**config.mk**
```make
export PLATFORM = sky130hd
export DESIGN_NAME = cgt_mac
export DESIGN_NICKNAME = d
export VERILOG_FILES = /design/src/sv/cgt_pkg.sv /design/src/sv/cgt_mac.sv
export SDC_FILE = /design/constraint.sdc
export NUM_CORES = 2
export LEC_CHECK = 0
export BUFFER_PORTS_ARGS = -buffer_cell sky130_fd_sc_hd__buf_2
export CAP_MARGIN = 20
export CORE_ASPECT_RATIO = 0.6
export CORE_UTILIZATION = 35
export DETAILED_ROUTE_END_ITERATION = 10
export MAX_ROUTING_LAYER = met4
export PLACE_DENSITY_LB_ADDON = 0.2
export SLEW_MARGIN = 20
export SYNTH_ARGS = -nofsm -noshare
export SYNTH_HDL_FRONTEND = slang
export SYNTH_SLANG_ARGS = --single-unit
```
**constraint.sdc**
```tcl
create_clock -name clock -period 30.6 [get_ports clock]
set_input_delay 4.59 -clock clock [delete_from_list [all_inputs] [get_ports clock]]
set_output_delay 4.59 -clock clock [all_outputs]
set_load 0.005 [all_outputs]
```
**src/sv/cgt_pkg.sv**
```systemverilog
`timescale 1ns / 1ps
// cgt_pkg: register indexes and shared types for the complex transposed GEMV column block.
// No dependencies; used by cgt_mac, cgt_scale and complex_gemv_transposed_column.
package cgt_pkg;

   localparam int CSR_IDX_BITS = 2;

   localparam logic [CSR_IDX_BITS-1:0] CSR_ALPHA_RE    = 2'd0;
   localparam logic [CSR_IDX_BITS-1:0] CSR_ALPHA_IM    = 2'd1;
   localparam logic [CSR_IDX_BITS-1:0] CSR_CONJ_MATRIX = 2'd2;
   localparam logic [CSR_IDX_BITS-1:0] CSR_CONJ_RESULT = 2'd3;

   // conj_elem: use conj(a)*x per element; conj_sum: conjugate the column sum
   typedef struct packed {
      logic conj_elem;
      logic conj_sum;
   } cfg_flags_type;

endpackage

```
**src/sv/cgt_mac.sv**
```systemverilog
`timescale 1ns / 1ps
// cgt_mac: input register, complex element product and saturating column accumulator.
// Depends on cgt_pkg; hands each finished column sum to cgt_scale.
module cgt_mac #(
   parameter int SAMPLE_BITS = 16,
   parameter int ACC_BITS    = 48
) (
   input  logic                          clock,
   input  logic                          reset,
   input  cgt_pkg::cfg_flags_type        cfg,
   input  logic                          in_valid,
   output logic                          in_stall,
   input  logic signed [SAMPLE_BITS-1:0] in_mat_re,
   input  logic signed [SAMPLE_BITS-1:0] in_mat_im,
   input  logic signed [SAMPLE_BITS-1:0] in_vec_re,
   input  logic signed [SAMPLE_BITS-1:0] in_vec_im,
   input  logic signed [SAMPLE_BITS-1:0] in_y_re,
   input  logic signed [SAMPLE_BITS-1:0] in_y_im,
   input  logic                          in_last,
   output logic                          tot_valid,
   input  logic                          tot_stall,
   output logic signed [ACC_BITS-1:0]    tot_re,
   output logic signed [ACC_BITS-1:0]    tot_im,
   output logic signed [SAMPLE_BITS-1:0] tot_y_re,
   output logic signed [SAMPLE_BITS-1:0] tot_y_im,
   output logic                          tot_sat
);
   import cgt_pkg::*;

   localparam int PB = 2 * SAMPLE_BITS;
   localparam int TB = PB + 1;
   localparam int SW = ((ACC_BITS > TB) ? ACC_BITS : TB) + 1;
   localparam logic signed [ACC_BITS-1:0] ACC_MAX = {1'b0, {(ACC_BITS-1){1'b1}}};
   localparam logic signed [ACC_BITS-1:0] ACC_MIN = {1'b1, {(ACC_BITS-1){1'b0}}};

   // stage 1: input word
   logic                          s1_valid_ff;
   logic signed [SAMPLE_BITS-1:0] s1_mat_re_ff, s1_mat_im_ff, s1_vec_re_ff, s1_vec_im_ff;
   logic signed [SAMPLE_BITS-1:0] s1_y_re_ff, s1_y_im_ff;
   logic                          s1_last_ff;

   // stage 2: element product
   logic                          s2_valid_ff;
   logic signed [TB-1:0]          s2_t_re_ff, s2_t_im_ff;
   logic signed [TB-1:0]          s2_t_re_in, s2_t_im_in;
   logic signed [SAMPLE_BITS-1:0] s2_y_re_ff, s2_y_im_ff;
   logic                          s2_last_ff;

   // accumulator and column total
   logic signed [ACC_BITS-1:0]    acc_re_ff, acc_im_ff;
   logic                          sat_seen_ff;
   logic                          s3_valid_ff;
   logic signed [ACC_BITS-1:0]    s3_re_ff, s3_im_ff;
   logic signed [SAMPLE_BITS-1:0] s3_y_re_ff, s3_y_im_ff;
   logic                          s3_sat_ff;

   logic signed [PB-1:0]          p_rr, p_ii, p_ri, p_ir;
   logic signed [SW-1:0]          sum_re, sum_im;
   logic                          ovf_re, ovf_im;
   logic signed [ACC_BITS-1:0]    acc_re_in, acc_im_in;

   logic s3_free, s2_move, s2_free, s1_free;

   assign s3_free  = !s3_valid_ff || !tot_stall;
   assign s2_move  = s2_valid_ff && (!s2_last_ff || s3_free);
   assign s2_free  = !s2_valid_ff || s2_move;
   assign s1_free  = !s1_valid_ff || s2_free;
   assign in_stall = !s1_free;

   always_comb begin
      p_rr = s1_mat_re_ff * s1_vec_re_ff;
      p_ii = s1_mat_im_ff * s1_vec_im_ff;
      p_ri = s1_mat_re_ff * s1_vec_im_ff;
      p_ir = s1_mat_im_ff * s1_vec_re_ff;
      s2_t_re_in = TB'(p_rr) + (cfg.conj_elem ? TB'(p_ii) : -TB'(p_ii));
      s2_t_im_in = TB'(p_ri) + (cfg.conj_elem ? -TB'(p_ir) : TB'(p_ir));
   end

   always_comb begin
      sum_re = SW'(acc_re_ff) + SW'(s2_t_re_ff);
      sum_im = SW'(acc_im_ff) + SW'(s2_t_im_ff);
      ovf_re = !((&sum_re[SW-1:ACC_BITS-1]) || !(|sum_re[SW-1:ACC_BITS-1]));
      ovf_im = !((&sum_im[SW-1:ACC_BITS-1]) || !(|sum_im[SW-1:ACC_BITS-1]));
      acc_re_in = ovf_re ? (sum_re[SW-1] ? ACC_MIN : ACC_MAX) : sum_re[ACC_BITS-1:0];
      acc_im_in = ovf_im ? (sum_im[SW-1] ? ACC_MIN : ACC_MAX) : sum_im[ACC_BITS-1:0];
   end

   always_ff @(posedge clock) begin
      if (reset) begin
         s1_valid_ff <= 1'b0;
         s2_valid_ff <= 1'b0;
         s3_valid_ff <= 1'b0;
         acc_re_ff   <= '0;
         acc_im_ff   <= '0;
         sat_seen_ff <= 1'b0;
      end else begin
         if (s1_free) s1_valid_ff <= in_valid;
         if (s2_free) s2_valid_ff <= s1_valid_ff;
         if (s3_free) s3_valid_ff <= s2_move && s2_last_ff;
         if (s2_move) begin
            if (s2_last_ff) begin
               acc_re_ff   <= '0;
               acc_im_ff   <= '0;
               sat_seen_ff <= 1'b0;
            end else begin
               acc_re_ff   <= acc_re_in;
               acc_im_ff   <= acc_im_in;
               sat_seen_ff <= sat_seen_ff || ovf_re || ovf_im;
            end
         end
      end
   end

   always_ff @(posedge clock) begin
      if (in_valid && s1_free) begin
         s1_mat_re_ff <= in_mat_re;
         s1_mat_im_ff <= in_mat_im;
         s1_vec_re_ff <= in_vec_re;
         s1_vec_im_ff <= in_vec_im;
         s1_y_re_ff   <= in_y_re;
         s1_y_im_ff   <= in_y_im;
         s1_last_ff   <= in_last;
      end
      if (s1_valid_ff && s2_free) begin
         s2_t_re_ff <= s2_t_re_in;
         s2_t_im_ff <= s2_t_im_in;
         s2_y_re_ff <= s1_y_re_ff;
         s2_y_im_ff <= s1_y_im_ff;
         s2_last_ff <= s1_last_ff;
      end
      if (s2_move && s2_last_ff) begin
         s3_re_ff   <= acc_re_in;
         s3_im_ff   <= acc_im_in;
         s3_y_re_ff <= s2_y_re_ff;
         s3_y_im_ff <= s2_y_im_ff;
         s3_sat_ff  <= sat_seen_ff || ovf_re || ovf_im;
      end
   end

   assign tot_valid = s3_valid_ff;
   assign tot_re    = s3_re_ff;
   assign tot_im    = s3_im_ff;
   assign tot_y_re  = s3_y_re_ff;
   assign tot_y_im  = s3_y_im_ff;
   assign tot_sat   = s3_sat_ff;

endmodule

```
Word level (Yosys, flattened, before mapping):

Cells that the tools add are included.

* register bits: 425
* bits in latches: 0
* memory bits (writable): 0
* bits in read-only memories: 0
* bits of input ports: 103
* output and inout port bits: 131
* logic and storage cells: 68
* memories kept: 0

* $add $sub $neg: 6
* multiply operators: 4
* div/mod/pow operators: 0
* order comparisons: 0
* equality and inequality tests: 0
* shift operators: 0
* muxes and demuxes: 9
* bitwise logic cells: 0
* reduce and logical (&&, ||, !) cells: 26

Operator list (number)
* $mux W48: 6
* $mul A16 B16 Y32: 4
* $add A48 B33 Y49: 2
* $add A32 B33 Y33: 2
* $mux W33: 2
* $neg A32 Y33: 2
* $logic_not A1 Y1: 10
* $logic_or A1 B1 Y1: 8
* $logic_and A1 B1 Y1: 4
* $reduce_and A2 Y1: 2
* $reduce_or A2 Y1: 2
* $mux W1: 1

Depth between registers and ports, before layout:

* word-level depth: 8
* gate-level depth with buffers: 46
* gate-level depth less buffers: 43

Worst setup path before layout:

No wires, ideal clock.

* path type: flip-flop to flip-flop
* start point: register s1_mat_im_ff[15]
* end point: register s2_t_im_ff[32] (data pin)
* setup time: 0.260 ns
* arrival time: 11.027 ns
* required time: 30.340 ns
* setup slack: 19.313 ns
* stages on the path, launching flop included: 42
* buffers on the path: 2
* clock period less this slack: 11.287 ns
* cells stage by stage: edfxtp_1 -> clkbuf_1 -> nand2_1 -> inv_1 -> fa_1 -> inv_1 -> fa_1 -> inv_1 -> fa_1 -> fa_1 -> fa_1 -> inv_1 -> fa_1 -> inv_1 -> ha_1 -> clkbuf_1 -> a21oi_1 -> o21ai_0 -> [6 not listed] -> a21oi_2 -> xor2_1 -> ha_1 -> fa_1 -> inv_1 -> fa_1 -> inv_1 -> fa_1 -> inv_1 -> fa_1 -> inv_1 -> ha_1 -> a21o_1 -> a31o_2 -> xnor2_1 -> a41oi_1 -> a21oi_1 -> a21oi_1

* word-level cells in the longest chain between the ends: 4

Ends and longest elaborated chain
* from (decl): RTL line cgt_mac.sv:38 `logic signed [SAMPLE_BITS-1:0] s1_mat_re_ff, s1_mat_im_ff, s1_vec_re_ff, s1_vec_im_ff;`
* from (signal assigned): RTL line cgt_mac.sv:117 `s1_mat_im_ff <= in_mat_im;`
* $mul A16 B16 Y32 *: RTL line cgt_mac.sv:74 `p_ir = s1_mat_im_ff * s1_vec_re_ff;`
* $neg A32 Y33: RTL line cgt_mac.sv:76 `s2_t_im_in = TB'(p_ri) + (cfg.conj_elem ? -TB'(p_ir) : TB'(p_ir));`
* $mux W33 *: RTL line cgt_mac.sv:76
* $add A32 B33 Y33 *: RTL line cgt_mac.sv:76
* named net s2_t_im_in[32]: RTL line cgt_mac.sv:45 `logic signed [TB-1:0] s2_t_re_in, s2_t_im_in;`
* to (signal assigned): RTL line cgt_mac.sv:126 `s2_t_im_ff <= s2_t_im_in;`
* to (decl): RTL line cgt_mac.sv:44 `logic signed [TB-1:0] s2_t_re_ff, s2_t_im_ff;`

Mark *: on every way through the listed nets, which the timed path passes. The rest lies on a longest branch.
A chain may end at the register's enable or synchronous reset.

Worst setup path in the final report:

* start point: register s1_vec_im_ff[15]
* end point: register s2_t_re_ff[32] (data pin)

* word-level cells in the longest chain between the ends: 4

Ends and longest elaborated chain
* from (decl): RTL line cgt_mac.sv:38
* from (signal assigned): RTL line cgt_mac.sv:119 `s1_vec_im_ff <= in_vec_im;`
* $mul A16 B16 Y32 *: RTL line cgt_mac.sv:72 `p_ii = s1_mat_im_ff * s1_vec_im_ff;`
* $neg A32 Y33: RTL line cgt_mac.sv:75 `s2_t_re_in = TB'(p_rr) + (cfg.conj_elem ? TB'(p_ii) : -TB'(p_ii));`
* $mux W33 *: RTL line cgt_mac.sv:75
* $add A32 B33 Y33 *: RTL line cgt_mac.sv:75
* named net s2_t_re_in[32]: RTL line cgt_mac.sv:45
* to (signal assigned): RTL line cgt_mac.sv:125 `s2_t_re_ff <= s2_t_re_in;`
* to (decl): RTL line cgt_mac.sv:44

Marks and branches as above.

==> results.yml <==
yosys:
  synth-async-reset-ratio_pct: 0
  synth_edf_count: 325
  synth.avg_cell_area_um2: 9.61
  syn_area_mm2: 0.0627
  ys_seq_area_share_pct: 18.7
  syn_inst: 6527
  ys_types: 84
  synth-main-ff-cell: "edfxtp_1"
  yosys_warnings: 0
  yosys_register_bits: 425
  synth_fp_nets: 8216
cells_and_area:
  finalNetCount: 8295
  final_cell_mix: "inv_1, fa_1, nand2_1"
  area_delta_synth_final_pct: 8.48
  final_common_cell: "inv_1"
  multi_input_area_mm2: 0.0453
  seqCellArea_mm2: 0.0118
  drive_gt1_share_pct: 6.70
  fill_cells: 17800
timing:
  fin_crit_sh_pct: 43.3
  tightest_slew_ps: 1100
  fmax_mhz: 75.5
  hold_viol_final: 0
  setup_viol: 0
  drv_slew: 0
  finalSetupTns_ps: 0
  period_minus_slack_ps: 13240
  relSlewSlack_pct: 26.2
  rsz0062_at_grt: "false"
  skew_ps: 50.7
routing:
  wire_per_inst_um: 19.2
  num_vias: 44600
  drc: 0
  antenna_left: 0
  dr_wl_met3_um: 12800
  top_layer_used: "met4"
  dr.pass1.iters: 5
  met1Wirelength_um: 88600
  route.met2.wl_um: 69900
  wl_um: 173000
  drt_first_iter_violations: 3322
  via_per_inst: 4.95
clock_network:
  holdBufCountCts: 0
  cts_root_buf: "clkbuf_16"
  cts_max_level: 2
  cts_buffers: 46
  clk_path_buf_depth: 3
  post_cts_buffers: 0
  clk_latency_ps: 700
  cts_tree: "done"
  cts-resized-gates: 0
  clkTransAtPathRegs_ps: 70
  clock-sinks: 425
critical_path:
  critPathSlowestCell: "clkinv_1"
  critical_path.max_stage_delay_ps: 1020
  cp_num_cells: 39
  crit_arrival_ps: 13660
  r2r.worst_path.cells: 39
  crit_required_ps: 31020
  critPathTopFamily: "adder cells"
  startpoint_type: "register"
  crit_path_max_fanout: 23
  crit_top_cell: "fa_1"
  path_buf_inv: 6
  crit_path_end_kind: "register"
  path_class: "register to register"
grt:
  grt_antenna_before_repair: 8
  grt-ovfl-total: 0
  grt_max_degree: 72
  grt_pass1_vias: 47200
  grt_pass1_wl_um: 279000
  grtUsageTotal_pct: 20.5
die:
  die_x_um: 549
  start_util_pct: 35.5
  dieArea_mm2: 0.181
  pin_count: 234
  coreArea_mm2: 0.177
  num_rows: 119
  die_h_um: 330
place:
  port_buffers: 232
  hpwlAfterDp_um: 137000
  gp_congestion: 0.897
run:
  maxCapViolCount: 0
worst_hold_path:
  hold_path_class: "register to register"
  whs_path_depth: 0
outcome:
  status: "complete, no violations"
[cells in the mapped netlist, types with 15 or more instances]
cell type	instances	area (µm²)
nand2b_1	62	388
a31oi_1	32	200
and3_1	23	144
maj3_1	35	350
a211oi_1	22	165
nand2_1	772	2900
a21o_1	94	706
or2_2	15	93.8
nor2b_1	24	150
nand4_1	30	188
fa_1	1124	22500
dfxtp_1	100	2000
and2_1	437	2730
edfxtp_1	325	9760
clkbuf_1	280	1050
o21a_1	31	233
nor2_1	287	1080
xor2_1	93	815
a22o_1	17	149
o31ai_1	26	195
o21bai_1	31	233
ha_1	462	5780
o21ai_0	216	1080
o211ai_1	21	158
a21oi_1	242	1210
xnor2_1	191	1670
nand3_1	54	270
nor3_1	43	215
inv_1	1244	4670
[worst register-to-register path: cells and delay by family (launching register included)]
kind                     cells  cell delay (ps)
AO/OA/AOI/OAI                8             1960
AND/OR/NAND/NOR              8             1960
buffers and inverters        6             1680
XOR/XNOR                     4             1150
flip-flops                   1              320
adder cells (fa/ha/maj)     13             5960
[flip-flops by register name (all words and copies together), names as in the netlist, 33 cells and up]
register / cells
acc_im_ff: 48
tot_im: 48
acc_re_ff: 48
tot_re: 48
s2_t_re_ff: 33
s2_t_im_ff: 33
[metrics by stage]
step | instances | worst slack, ps | hold slack, ps | utilization (%) | instance area [µm²]
floorplan | 6527 | 19310 | 400 | - | 62700
global placement | 8917 | 17430 | 401 | 37.6 | 66500
detailed placement | 8917 | 17340 | 405 | 37.6 | 66500
CTS | 9003 | 17260 | 417 | 38.5 | 68000
global route | 9003 | 16460 | 423 | 38.5 | 68000
finish | 9009 | 17360 | 415 | 38.5 | 68000
[final timing paths]
kind                    start  slack, ps        endpoint
max          s1_vec_im_ff[15]      17360  s2_t_re_ff[32]
min             s2_y_im_ff[3]        420     tot_y_im[3]
max reg2reg  s1_vec_im_ff[15]      17360  s2_t_re_ff[32]
min reg2reg     s2_y_im_ff[3]        420     tot_y_im[3]
[layer usage]
| metal | vias to the layer above | global-route usage [%] |
|---|---|---|
| li1 | 20600 | - |
| met5 | - | - |
| met1 | 22700 | 31.5 |
| met3 | 103 | 3.71 |
| met2 | 1201 | 28.4 |
| met4 | 0 | 2.62 |
[layout make-up]
type                       count  share of cell area (%)
multi-input combinational   4568                    66.5
clock buffer                  56                    1.76
timing repair buffer         321                    2.69
tap                         2359                    4.34
clock inverter                30                   0.517
antenna                        6                  0.0221
inverter                    1244                    6.87
sequential                   425                    17.3
[cell families (layout without fill, tap and decap cells)]
family / Yosys count / after routing / synth area share, %
flip-flops: 425 / 425 / 18.7
XOR/XNOR: 284 / 284 / 3.97
other: 0 / 6 / 0
multiplexers: 9 / 9 / 0.146
adder cells (fa/ha/maj): 1621 / 1621 / 45.6
AO/OA/AOI/OAI: 838 / 838 / 8.44
buffers and inverters: 1534 / 1651 / 9.19
AND/OR/NAND/NOR: 1816 / 1816 / 13.9
Power is left out: the tool's default activity adds up to more than one toggle a clock period on the data nets, which glitch-free logic cannot reach.
